==> src/rtl/i2r_pkg.sv <==
// shared types, constants and numeral tables for the roman numeral encoder
package i2r_pkg;

    localparam int VALUE_W  = 12;
    localparam int LETTER_W = 7;
    localparam int POS_W    = 4;

    localparam logic [VALUE_W-1:0] VALUE_MAX = 12'd3999;

    // ascii codes of the numeral letters
    localparam logic [LETTER_W-1:0] LETTER_NONE = 7'h00;
    localparam logic [LETTER_W-1:0] LETTER_I    = 7'h49;
    localparam logic [LETTER_W-1:0] LETTER_V    = 7'h56;
    localparam logic [LETTER_W-1:0] LETTER_X    = 7'h58;
    localparam logic [LETTER_W-1:0] LETTER_L    = 7'h4C;
    localparam logic [LETTER_W-1:0] LETTER_C    = 7'h43;
    localparam logic [LETTER_W-1:0] LETTER_D    = 7'h44;
    localparam logic [LETTER_W-1:0] LETTER_M    = 7'h4D;

    // commands from controller to datapath
    typedef struct packed {
        logic load;
        logic step;
    } i2r_cmd_t;

    // status from datapath to controller
    typedef struct packed {
        logic hold;
        logic step_last;
    } i2r_status_t;

    // weight of each table entry
    function automatic logic [VALUE_W-1:0] roman_weight(input logic [POS_W-1:0] pos);
        logic [VALUE_W-1:0] w;
        case (pos)
            4'd0:    w = 12'd1000;
            4'd1:    w = 12'd900;
            4'd2:    w = 12'd500;
            4'd3:    w = 12'd400;
            4'd4:    w = 12'd100;
            4'd5:    w = 12'd90;
            4'd6:    w = 12'd50;
            4'd7:    w = 12'd40;
            4'd8:    w = 12'd10;
            4'd9:    w = 12'd9;
            4'd10:   w = 12'd5;
            4'd11:   w = 12'd4;
            default: w = 12'd1;
        endcase
        return w;
    endfunction

    // first letter of each table entry
    function automatic logic [LETTER_W-1:0] roman_first(input logic [POS_W-1:0] pos);
        logic [LETTER_W-1:0] ch;
        case (pos)
            4'd0:    ch = LETTER_M;
            4'd1:    ch = LETTER_C;
            4'd2:    ch = LETTER_D;
            4'd3:    ch = LETTER_C;
            4'd4:    ch = LETTER_C;
            4'd5:    ch = LETTER_X;
            4'd6:    ch = LETTER_L;
            4'd7:    ch = LETTER_X;
            4'd8:    ch = LETTER_X;
            4'd9:    ch = LETTER_I;
            4'd10:   ch = LETTER_V;
            default: ch = LETTER_I;
        endcase
        return ch;
    endfunction

    // second letter of a pair entry, none for single letters
    function automatic logic [LETTER_W-1:0] roman_second(input logic [POS_W-1:0] pos);
        logic [LETTER_W-1:0] ch;
        case (pos)
            4'd1:    ch = LETTER_M;
            4'd3:    ch = LETTER_D;
            4'd5:    ch = LETTER_C;
            4'd7:    ch = LETTER_L;
            4'd9:    ch = LETTER_X;
            4'd11:   ch = LETTER_V;
            default: ch = LETTER_NONE;
        endcase
        return ch;
    endfunction

endpackage

==> src/rtl/i2r_datapath.sv <==
// remainder, table position and output register of the roman numeral encoder
module i2r_datapath
    import i2r_pkg::*;
(
    input  logic                clk,
    input  logic                rst_n,
    input  i2r_cmd_t            cmd,
    output i2r_status_t         status,
    input  logic [VALUE_W-1:0]  value,
    output logic                out_valid,
    input  logic                out_stall,
    output logic [LETTER_W-1:0] letter,
    output logic                last
);

    logic [VALUE_W-1:0]  remainder_reg, remainder_next;
    logic [POS_W-1:0]    pos_reg, pos_next;
    logic                pending_reg, pending_next;
    logic                out_valid_reg, out_valid_next;
    logic [LETTER_W-1:0] letter_reg, letter_next;
    logic                last_reg, last_next;

    logic [VALUE_W-1:0]  weight;
    logic [LETTER_W-1:0] second_ch;
    logic                emit;
    logic [LETTER_W-1:0] emit_ch;
    logic                hold;

    assign weight    = roman_weight(pos_reg);
    assign second_ch = roman_second(pos_reg);
    assign hold      = out_valid_reg && out_stall;

    // one greedy step: second letter, first letter, or advance the table
    always_comb
    begin
        remainder_next = remainder_reg;
        pos_next       = pos_reg;
        pending_next   = pending_reg;
        emit           = 1'b0;
        emit_ch        = roman_first(pos_reg);
        if (pending_reg)
        begin
            emit         = 1'b1;
            emit_ch      = second_ch;
            pending_next = 1'b0;
        end
        else if (remainder_reg >= weight)
        begin
            emit           = 1'b1;
            remainder_next = remainder_reg - weight;
            pending_next   = (second_ch != LETTER_NONE);
        end
        else
        begin
            pos_next = pos_reg + 4'd1;
        end
    end

    assign status.hold      = hold;
    assign status.step_last = emit && (remainder_next == '0) && !pending_next;

    // output register next values
    always_comb
    begin
        out_valid_next = out_valid_reg;
        letter_next    = letter_reg;
        last_next      = last_reg;
        if (!hold)
        begin
            out_valid_next = cmd.step && emit;
            if (cmd.step && emit)
            begin
                letter_next = emit_ch;
                last_next   = status.step_last;
            end
        end
    end

    // conversion state
    always_ff @(posedge clk or negedge rst_n)
    begin
        if (!rst_n)
        begin
            remainder_reg <= '0;
            pos_reg       <= '0;
            pending_reg   <= 1'b0;
            out_valid_reg <= 1'b0;
        end
        else
        begin
            out_valid_reg <= out_valid_next;
            if (cmd.load)
            begin
                remainder_reg <= (value > VALUE_MAX) ? VALUE_MAX : value;
                pos_reg       <= '0;
                pending_reg   <= 1'b0;
            end
            else if (cmd.step)
            begin
                remainder_reg <= remainder_next;
                pos_reg       <= pos_next;
                pending_reg   <= pending_next;
            end
        end
    end

    // output payload, no reset needed
    always_ff @(posedge clk)
    begin
        letter_reg <= letter_next;
        last_reg   <= last_next;
    end

    assign out_valid = out_valid_reg;
    assign letter    = letter_reg;
    assign last      = last_reg;

endmodule

==> src/rtl/i2r_controller.sv <==
// sequencing state machine of the roman numeral encoder
module i2r_controller
    import i2r_pkg::*;
(
    input  logic        clk,
    input  logic        rst_n,
    input  logic        in_valid,
    output logic        in_stall,
    input  logic        value_zero,
    output i2r_cmd_t    cmd,
    input  i2r_status_t status
);

    localparam logic ST_IDLE = 1'b0;
    localparam logic ST_RUN  = 1'b1;

    logic state_reg, state_next;
    logic accept;

    assign in_stall = (state_reg == ST_RUN);
    assign accept   = in_valid && !in_stall;

    // a zero value is taken but starts no conversion
    always_comb
    begin
        cmd.load   = 1'b0;
        cmd.step   = 1'b0;
        state_next = state_reg;
        case (state_reg)
            ST_IDLE:
            begin
                if (accept && !value_zero)
                begin
                    cmd.load   = 1'b1;
                    state_next = ST_RUN;
                end
            end
            ST_RUN:
            begin
                cmd.step = !status.hold;
                if (!status.hold && status.step_last)
                begin
                    state_next = ST_IDLE;
                end
            end
            default:
            begin
                state_next = ST_IDLE;
            end
        endcase
    end

    always_ff @(posedge clk or negedge rst_n)
    begin
        if (!rst_n)
        begin
            state_reg <= ST_IDLE;
        end
        else
        begin
            state_reg <= state_next;
        end
    end

endmodule

==> src/rtl/integer_to_roman_encoder.sv <==
// top level of the roman numeral encoder: controller plus datapath
//
//   channel   signals                         direction  payload
//   input     in_valid, in_stall, value       in         12-bit number, 1..3999
//   output    out_valid, out_stall, letter    out        7-bit ascii letter, last flag
//
// one number at a time: after a transfer in, each cycle of the greedy loop
// either emits one letter or moves one table entry on, so a number needs
// its letter count plus up to 12 table steps (3888: fifteen letters and
// twelve table steps). a value of zero is taken and gives no letters.
// output stall freezes the loop; a new number is taken once the last
// letter sits in the output register. reset clears all control state.
module integer_to_roman_encoder
    import i2r_pkg::*;
(
    input  logic                clk,
    input  logic                rst_n,
    input  logic                in_valid,
    output logic                in_stall,
    input  logic [VALUE_W-1:0]  value,
    output logic                out_valid,
    input  logic                out_stall,
    output logic [LETTER_W-1:0] letter,
    output logic                last
);

    i2r_cmd_t    cmd;
    i2r_status_t status;

    i2r_controller u_controller (
        .clk        (clk),
        .rst_n      (rst_n),
        .in_valid   (in_valid),
        .in_stall   (in_stall),
        .value_zero (value == '0),
        .cmd        (cmd),
        .status     (status)
    );

    i2r_datapath u_datapath (
        .clk       (clk),
        .rst_n     (rst_n),
        .cmd       (cmd),
        .status    (status),
        .value     (value),
        .out_valid (out_valid),
        .out_stall (out_stall),
        .letter    (letter),
        .last      (last)
    );

endmodule

==> config.mk <==
export PLATFORM = sky130hd
export DESIGN_NAME = integer_to_roman_encoder
export DESIGN_NICKNAME = d
export VERILOG_FILES = /design/src/rtl/i2r_pkg.sv /design/src/rtl/i2r_datapath.sv /design/src/rtl/i2r_controller.sv /design/src/rtl/integer_to_roman_encoder.sv
export SDC_FILE = /design/constraint.sdc
export NUM_CORES = 1
export LEC_CHECK = 0
export BUFFER_PORTS_ARGS = -buffer_cell sky130_fd_sc_hd__buf_4
export CAP_MARGIN = 20
export CORE_MARGIN = 2
export CORE_UTILIZATION = 59
export DETAILED_ROUTE_END_ITERATION = 8
export GPL_TIMING_DRIVEN = 0
export PLACE_DENSITY = 0.92
export SYNTH_ARGS = -nofsm -noshare
export SYNTH_HDL_FRONTEND = slang
export SYNTH_SLANG_ARGS = --single-unit
==> constraint.sdc <==
create_clock -name clk -period 4.08 [get_ports clk]
set_input_delay 0.204 -clock clk [delete_from_list [all_inputs] [get_ports clk]]
set_output_delay 0.204 -clock clk [all_outputs]
set_load 0.01 [all_outputs]
After elaboration in Yosys (flattened, before gate mapping)
Memory sizes are Yosys's and may differ from the RTL's.
Index checks and enable logic that the tools add are counted.
{ "word_totals": {"romBits": 240, "regBits": 27, "output_inout_bits": 10, "mem_count": 2, "wordCells": 62} }
{ "op_classes": {"order_cmp": 2, "eq_ne": 8, "n_mux": 22, "n_addsub": 2, "n_bitwise": 2, "n_reduce_logical": 17} }
{ "mem_list": {"columns": ["name", "words", "width", "read_ports", "rd_ports_with_merged_regs", "wr", "line", "rtl"], "rows": [
  ["(name not given)", 16, 10, 1, 0, 0, "i2r_pkg.sv:35", "case (pos)"],
  ["(name not given)", 16, 5, 1, 0, 0, "i2r_pkg.sv:56", "case (pos)"]
]} }
{ "op_table": {"columns": ["cell", "count"], "rows": [
  ["$mux 12", 5],
  ["$pmux 7 s6", 1],
  ["$logic_not 12->1", 2],
  ["$mux 4", 4],
  ["$ge 12x12->1", 1],
  ["$gt 12x12->1 const B", 1],
  ["$sub 12x12->12", 1],
  ["$mux 1", 10],
  ["$eq 4x3->1 const B", 2],
  ["$eq 4x4->1 const B", 2],
  ["$logic_and 1x1->1", 7],
  ["$mux 7", 1],
  ["$reduce_bool 7->1", 1],
  ["$add 4x1->4 const B", 1],
  ["$eq 4x1->1 const B", 1],
  ["$eq 4x2->1 const B", 1],
  ["$logic_not 1->1", 4],
  ["$ne 2x2->1 const B", 2],
  ["$reduce_and 3->1", 1],
  ["$not 1->1", 2],
  ["$pmux 1 s2", 1],
  ["$reduce_and 2->1", 1],
  ["$reduce_bool 2->1", 1]
]} }

Logic depth before layout (Yosys ltp)
Gate-level depths: netlist (run 1).
{ "depth": {"word_depth": 10, "mapped_depth": 16} }

Cells and area by module
A second synthesis (run 1) with hierarchy kept.
{ "unflattened": {"cells_unflattened": 271, "hier_area_um2": 2293.4} }
{ "modules_own_cells": {"columns": ["mod", "area_per_inst_um2", "cells_each", "seq_area_each_um2", "n_inst"], "rows": [
  ["i2r_datapath", 2210.9, 262, 660.6, 1],
  ["i2r_controller", 57.6, 5, 25.0, 1],
  ["integer_to_roman_encoder", 25.0, 4, 0.0, 1]
]} }

Worst setup path before layout (run 1)
Ideal clock, no wire load.
{ "synth_timing": {"kind": "reg2reg", "from": "register u_datapath.pos_reg[0]", "to": "register u_datapath.last_reg (netlist: u_datapath.last), data pin", "slack_ns": 0.429, "path_stages_with_launch": 16, "n_path_buf": 2, "t_arrival_ns": 3.396, "path_cell_list": "dfrtp_1 -> clkbuf_1 -> inv_1 -> ha_1 -> o21a_1 -> ha_1 -> inv_1 -> fa_1 -> a211oi_1 -> o211ai_2 -> a2111oi_4 -> or2_1 -> buf_2 -> a211oi_1 -> o21ba_1 -> and2_1"} }
{ "synth_lines": {"columns": ["item", "line", "rtl"], "rows": [
  ["start: declaration", "i2r_datapath.sv:17", "logic [POS_W-1:0] pos_reg, pos_next;"],
  ["start signal: assignment", "i2r_datapath.sv:101", "pos_reg <= pos_next;"],
  ["end signal: assignment", "i2r_datapath.sv:111", "last_reg <= last_next;"],
  ["end: declaration", "i2r_datapath.sv:21", "logic last_reg, last_next;"]
]} }

==> impl_metrics.toml, run 1 <==
[final_layout]
nFillCells = 244
syn2layout_area_growth_pct = 14.9
layout_common_cells = "27 x buf_4, 23 x nand2_1, 21 x a21oi_1, 20 x nor2_1, 17 x dfrtp_1"
final_util = 0.728
largest_reg_flops = 12
diodes = 0
final_common_cell = "buf_4"
drive_gt1_frac = 0.179
finalNetCount = 312

[grt]
antenna_found_initial = 0
grt_pass1_wl_um = 9160
gr-total-overflow = 0
grtUsageTotal = 0.285
grt_max_degree = 20
grt_pass1_vias = 1919

[timing]
fin_crit_ps = 3880
finClkSkew_ps = 9.62
hold_viol_final = 0
fin_crit_sh = 0.952
worst_slew_pin_slew_ps = 892
rsz0062_at_grt = "false"
relSlewSlack = 0.406
setup_violations = 0
timing.final.max_slew_violations = 0
fmax_ghz = 0.257
hold_ws_ps = 60.4

[floorplan]
fp.dieW_um = 64.6
std_cell_rows = 21
start_util = 0.633
dieHeight_um = 64.6
core_um2 = 3420
dieArea_um2 = 4170
io_pins = 26

[critical_path]
cp_max_fo = 10
crit_slowest_cell = "dfrtp_2"
crit_chain = "inv_1, ha_1, o21a_1, ha_1, inv_1, fa_1, a211oi_2, o211ai_2, a2111oi_4, or2_1, buf_2, nor3b_1, o21ba_1, and2_1"
cp_top_family = "compound AO/OA/AOI/OAI gates"
slowest_delay_ps = 520
critPathKind = "register to register"
cp.arrival_ps = 4100
worstPathRequired_ps = 4300
worst_setup_path_start_kind = "register"
critical_path.n_buffers_inverters = 3
endpoint_kind = "register"

[yosys]
synth-seq-cells = 26
synth.net_count = 281
ys_top_cells_by_area = "dfrtp_1 22%, edfxtp_1 9.7%, ha_1 8.7%"
ys_warn_count = 0
netlist_instances = 249
synth_edf_count = 7
syn_avg_cell_area_um2 = 8.69
synth.top_cell.area_share = 0.220
ys_types = 62
ys_seq_area_frac = 0.317
async_reset_ff_frac = 0.731
synth-main-ff-cell = "dfrtp_1"
yosys.area.top_type = "dfrtp_1"
netlist_area_um2 = 2160

[cts]
clock_path_buffers = 2
cts.clk_slew.worst_paths_ps = 160
cts_tree = "yes"
clkLatencyLatePin_ps = 350
root_buffer = "clkbuf_4"
clock-sinks = 26
h-tree-depth = 1
cts_buffers = 3

[route]
drc = 0
dr.pass1.iters = 5
viasPerCell = 6.60
dr.first_iter.drc_count = 227
routed_wl_um = 5640
vias = 2145
antenna_left = 0
wl_per_cell_um = 17.4

[place]
place.detailed.hpwl_um = 4140
place_congestion = 0.908
port_buffers = 24

[flow_run]
drv_cap = 0

[status]
outcome = "finished clean"

[hold_path]
hold_path.class = "input pin to register"
-- kinds of logic (layout without fill, tap and decap cells) --
family / Yosys count / in the layout / synth area share
xor gates and xnor gates: 10 / 10 / 0.0405
AOI/OAI and AO/OA: 79 / 79 / 0.264
DFF: 26 / 26 / 0.317
muxes: 4 / 4 / 0.0191
and+or+nand+nor: 90 / 90 / 0.219
adders and majority gates: 16 / 16 / 0.0960
other: 1 / 1 / 0.00173
buffers and inverters: 23 / 53 / 0.0428
-- worst register-to-register path, delay by kind of cell, from the launching register on --
kind	cells	cell delay [ps]
simple gates	3	570
buf+inv	3	360
flops	1	520
compound gates	5	1370
fa+ha+maj	3	960
-- layout make-up --
type | count | area, um2 | share of cell area
clock buffers | 3 | 22.5 | 0.00906
repair buffers | 27 | 205 | 0.0825
inverters | 9 | 33.8 | 0.0136
well taps | 46 | 57.6 | 0.0232
clock inverters | 1 | 30.0 | 0.0121
flip-flops and latches | 26 | 688 | 0.277
plain buffers | 13 | 58.8 | 0.0237
multi-input cells | 200 | 1390 | 0.559
-- stage by stage --
step	worst slack [ps]	area, um2	std cells	TNS, ps
3_5_place_dp	-50.9	2400	319	-82.7
6_report	196	2490	325	0
5_1_grt	3.71	2490	325	0
4_1_cts	24.9	2460	323	0
2_1_floorplan	429	2160	249	0
3_3_place_gp	42.4	2400	319	0
-- what timing repair did --
action                                  in CTS  in global routing
setup buffers                                0                  2
pin swaps                                    0                  1
gates resized for setup                      0                  8
endpoints found under the setup margin       5                 16
hold buffers                                 1                  0
endpoints found under the hold margin       19                  0
gates cloned                                 0                  0
-- metal layers --
layer | GRT usage | wire (um)
met5 | 0 | 0
met4 | 0.0745 | 163
met3 | 0.0521 | 600
met2 | 0.441 | 2540
met1 | 0.412 | 2340
-- synthesized netlist by cell type (3+ instances only) --
cell / n
or2_2: 3
ha_1: 15
nor2_1: 20
xnor2_1: 3
a21oi_1: 21
inv_1: 9
nor2b_1: 7
nor3b_1: 3
clkbuf_1: 9
nand2_1: 23
nand3_1: 5
mux2i_1: 3
nor3_1: 4
o21ai_0: 11
or3_1: 3
dfrtp_1: 19
a211oi_1: 5
edfxtp_1: 7
nand4_1: 3
nor4_1: 5
a22oi_1: 3
o31ai_1: 4
xor2_1: 7
o21a_1: 5
-- worst paths after layout --
kind | start | end | slack, ps | cells past startpoint
max in group asynchronous | rst_n | u_datapath.pos_reg[1]$_DFFE_PN0P_ | 3610 | 2
min in group asynchronous | rst_n | u_datapath.remainder_reg[10]$_DFFE_PN0P_ | 240 | 2
setup reg to reg | u_datapath.pos_reg[0]$_DFFE_PN0P_ | u_datapath.last$_DFFE_PP_ | 200 | 14
setup / recovery | u_datapath.pos_reg[0]$_DFFE_PN0P_ | u_datapath.last$_DFFE_PP_ | 200 | 14
hold reg to reg | u_datapath.remainder_reg[7]$_DFFE_PN0P_ | u_datapath.remainder_reg[7]$_DFFE_PN0P_ | 550 | 2
hold / removal | out_stall | u_datapath.out_valid$_DFFE_PN0N_ | 60 | 2
Power of run 1 is left out: the tool's default activity adds up to more than one toggle a clock period on the data nets, which glitch-free logic cannot reach.
==> inputs of run 2 (changes only) <==
Settings changed: PLACE_DENSITY 0.92 to unset, PLACE_DENSITY_LB_ADDON set to 0.2.
Clock period 4.08 ns to 4.03 ns, I/O delays scaled along.
==> impl_metrics.toml, run 2 (synthesis gave the netlist of run 1 again) <==
[final_layout]
drive_gt1_frac = 0.230
finalNetCount = 315
syn2layout_area_growth_pct = 20.2
layout_common_cells = "29 x buf_4, 23 x nand2_1, 20 x nor2_1, 20 x a21oi_1, 18 x dfrtp_1"
largest_reg_flops = 12
final_common_cell = "buf_4"
fin_cells = 328
diodes = 0

[place]
port_buffers = 24
place_congestion = 0.905
place.detailed.hpwl_um = 4060
dp_cells = 319

[critical_path]
critPathKind = "register to register"
rr_worst_depth = 13
cp.arrival_ps = 4110
r2r_end = "u_datapath.last$_DFFE_PP_"
endpoint_kind = "register"
worst_setup_path_start_kind = "register"
ff2ff_setup_slack_ps = 150
cp_max_fo = 10
worstPathRequired_ps = 4250
reg2reg_from = "u_datapath.pos_reg[2]$_DFFE_PN0P_"
critPathLaunch = "u_datapath.pos_reg[2]$_DFFE_PN0P_"
endpoint = "u_datapath.last$_DFFE_PP_"

[floorplan]
start_util = 0.633
io_pins = 26
std_cell_rows = 21
dieHeight_um = 64.6
dieArea_um2 = 4170
core_um2 = 3420
fp.dieW_um = 64.6

[route]
routed_wl_um = 5520
drc = 0
vias = 2051
antenna_left = 0
dr.first_iter.drc_count = 175
wl_per_cell_um = 16.8
viasPerCell = 6.25
dr.pass1.iters = 4

[grt]
grt_pass1_vias = 1853
grt_pass1_wl_um = 8930
antenna_found_initial = 0
grt_max_degree = 20
grtUsageTotal = 0.273
gr-total-overflow = 0

[status]
outcome = "finished clean"

[timing]
setup_violations = 0
relSlewSlack = 0.434
finClkSkew_ps = 12.1
fin_crit_sh = 0.964
timing.final.max_slew_violations = 0
fmax_ghz = 0.257
fin_crit_ps = 3880
hold_viol_final = 0
worst_slew_pin_slew_ps = 850

[cts]
cts_tree = "yes"
root_buffer = "clkbuf_4"
clock_path_buffers = 2
clock-sinks = 26
cts_buffers = 3
cts.clk_slew.worst_paths_ps = 160
clkLatencyLatePin_ps = 330
h-tree-depth = 1

[flow_run]
drv_cap = 0

[hold_path]
hold_path.class = "input pin to register"
## run 2: worst max-delay path, stage by stage (launching register included)
cell and delay [ps]:
dfrtp_1 440, buf_2 200, clkbuf_4 200, or3_1 420, ha_4 330, o21ai_0 150, o21bai_2 250, a2111oi_4 70
buf_4 180, or2_1 190, buf_2 170, or4b_4 560, o41ai_4 390, and2_4 210
## run 2: final cells by class
| class | count | area (um2) |
|---|---|---|
| buffer | 14 | 68.8 |
| clock buffer | 3 | 22.5 |
| clock inverter | 1 | 30.0 |
| fill | 251 | 816 |
| inverter | 9 | 36.3 |
| multi-input combinational | 200 | 1480 |
| sequential | 26 | 687 |
| tap | 46 | 57.6 |
| timing repair buffer | 29 | 220 |
## run 2: routing by layer
| layer | wire length, um | vias up | part of all wire | global-route usage |
|---|---|---|---|---|
| li1 | - | 993 | - | - |
| met5 | 0 | - | 0 | 0 |
| met4 | 44 | 0 | 0.0080 | 0.0691 |
| met3 | 430 | 6 | 0.078 | 0.0226 |
| met2 | 2390 | 88 | 0.43 | 0.430 |
| met1 | 2660 | 964 | 0.48 | 0.408 |
## run 2: how the worst min path moves through the flow
stage / depth (start not counted) / start / end / slack [ps]
floorplan: 0 / rst_n / u_controller.in_stall$_DFF_PN0_ / -90
global placement: 1 / rst_n / u_datapath.remainder_reg[10]$_DFFE_PN0P_ / 90
detailed placement: 1 / rst_n / u_datapath.remainder_reg[10]$_DFFE_PN0P_ / 90
CTS: 2 / out_stall / u_datapath.out_valid$_DFFE_PN0N_ / 70
global route: 2 / out_stall / u_datapath.out_valid$_DFFE_PN0N_ / 60
finish: 2 / out_stall / u_datapath.out_valid$_DFFE_PN0N_ / 70
## run 2: per-stage QoR
step | setup slack [ps] | TNS, ps | cell area, um2 | hold slack (ps) | utilization
global route | -3.37 | -3.37 | 2600 | 64.6 | 0.761
detailed placement | -171 | -680 | 2400 | 88.3 | 0.703
finish | 146 | 0 | 2600 | 68.9 | 0.761
global placement | -70.7 | -89.0 | 2400 | 89.4 | 0.703
CTS | 28.5 | 0 | 2490 | 69.3 | 0.730
floorplan | 379 | 0 | 2160 | -94.1 | -
## run 2: timing repair
item | in CTS | in global routing
hold buffers | 1 | 0
endpoints found under the setup margin | 14 | 17
pin swaps | 1 | 6
buffers inserted | 2 | 2
endpoints found under the hold margin | 19 | 0
gates resized for setup | 3 | 28
Power of run 2 is left out for the same reason.
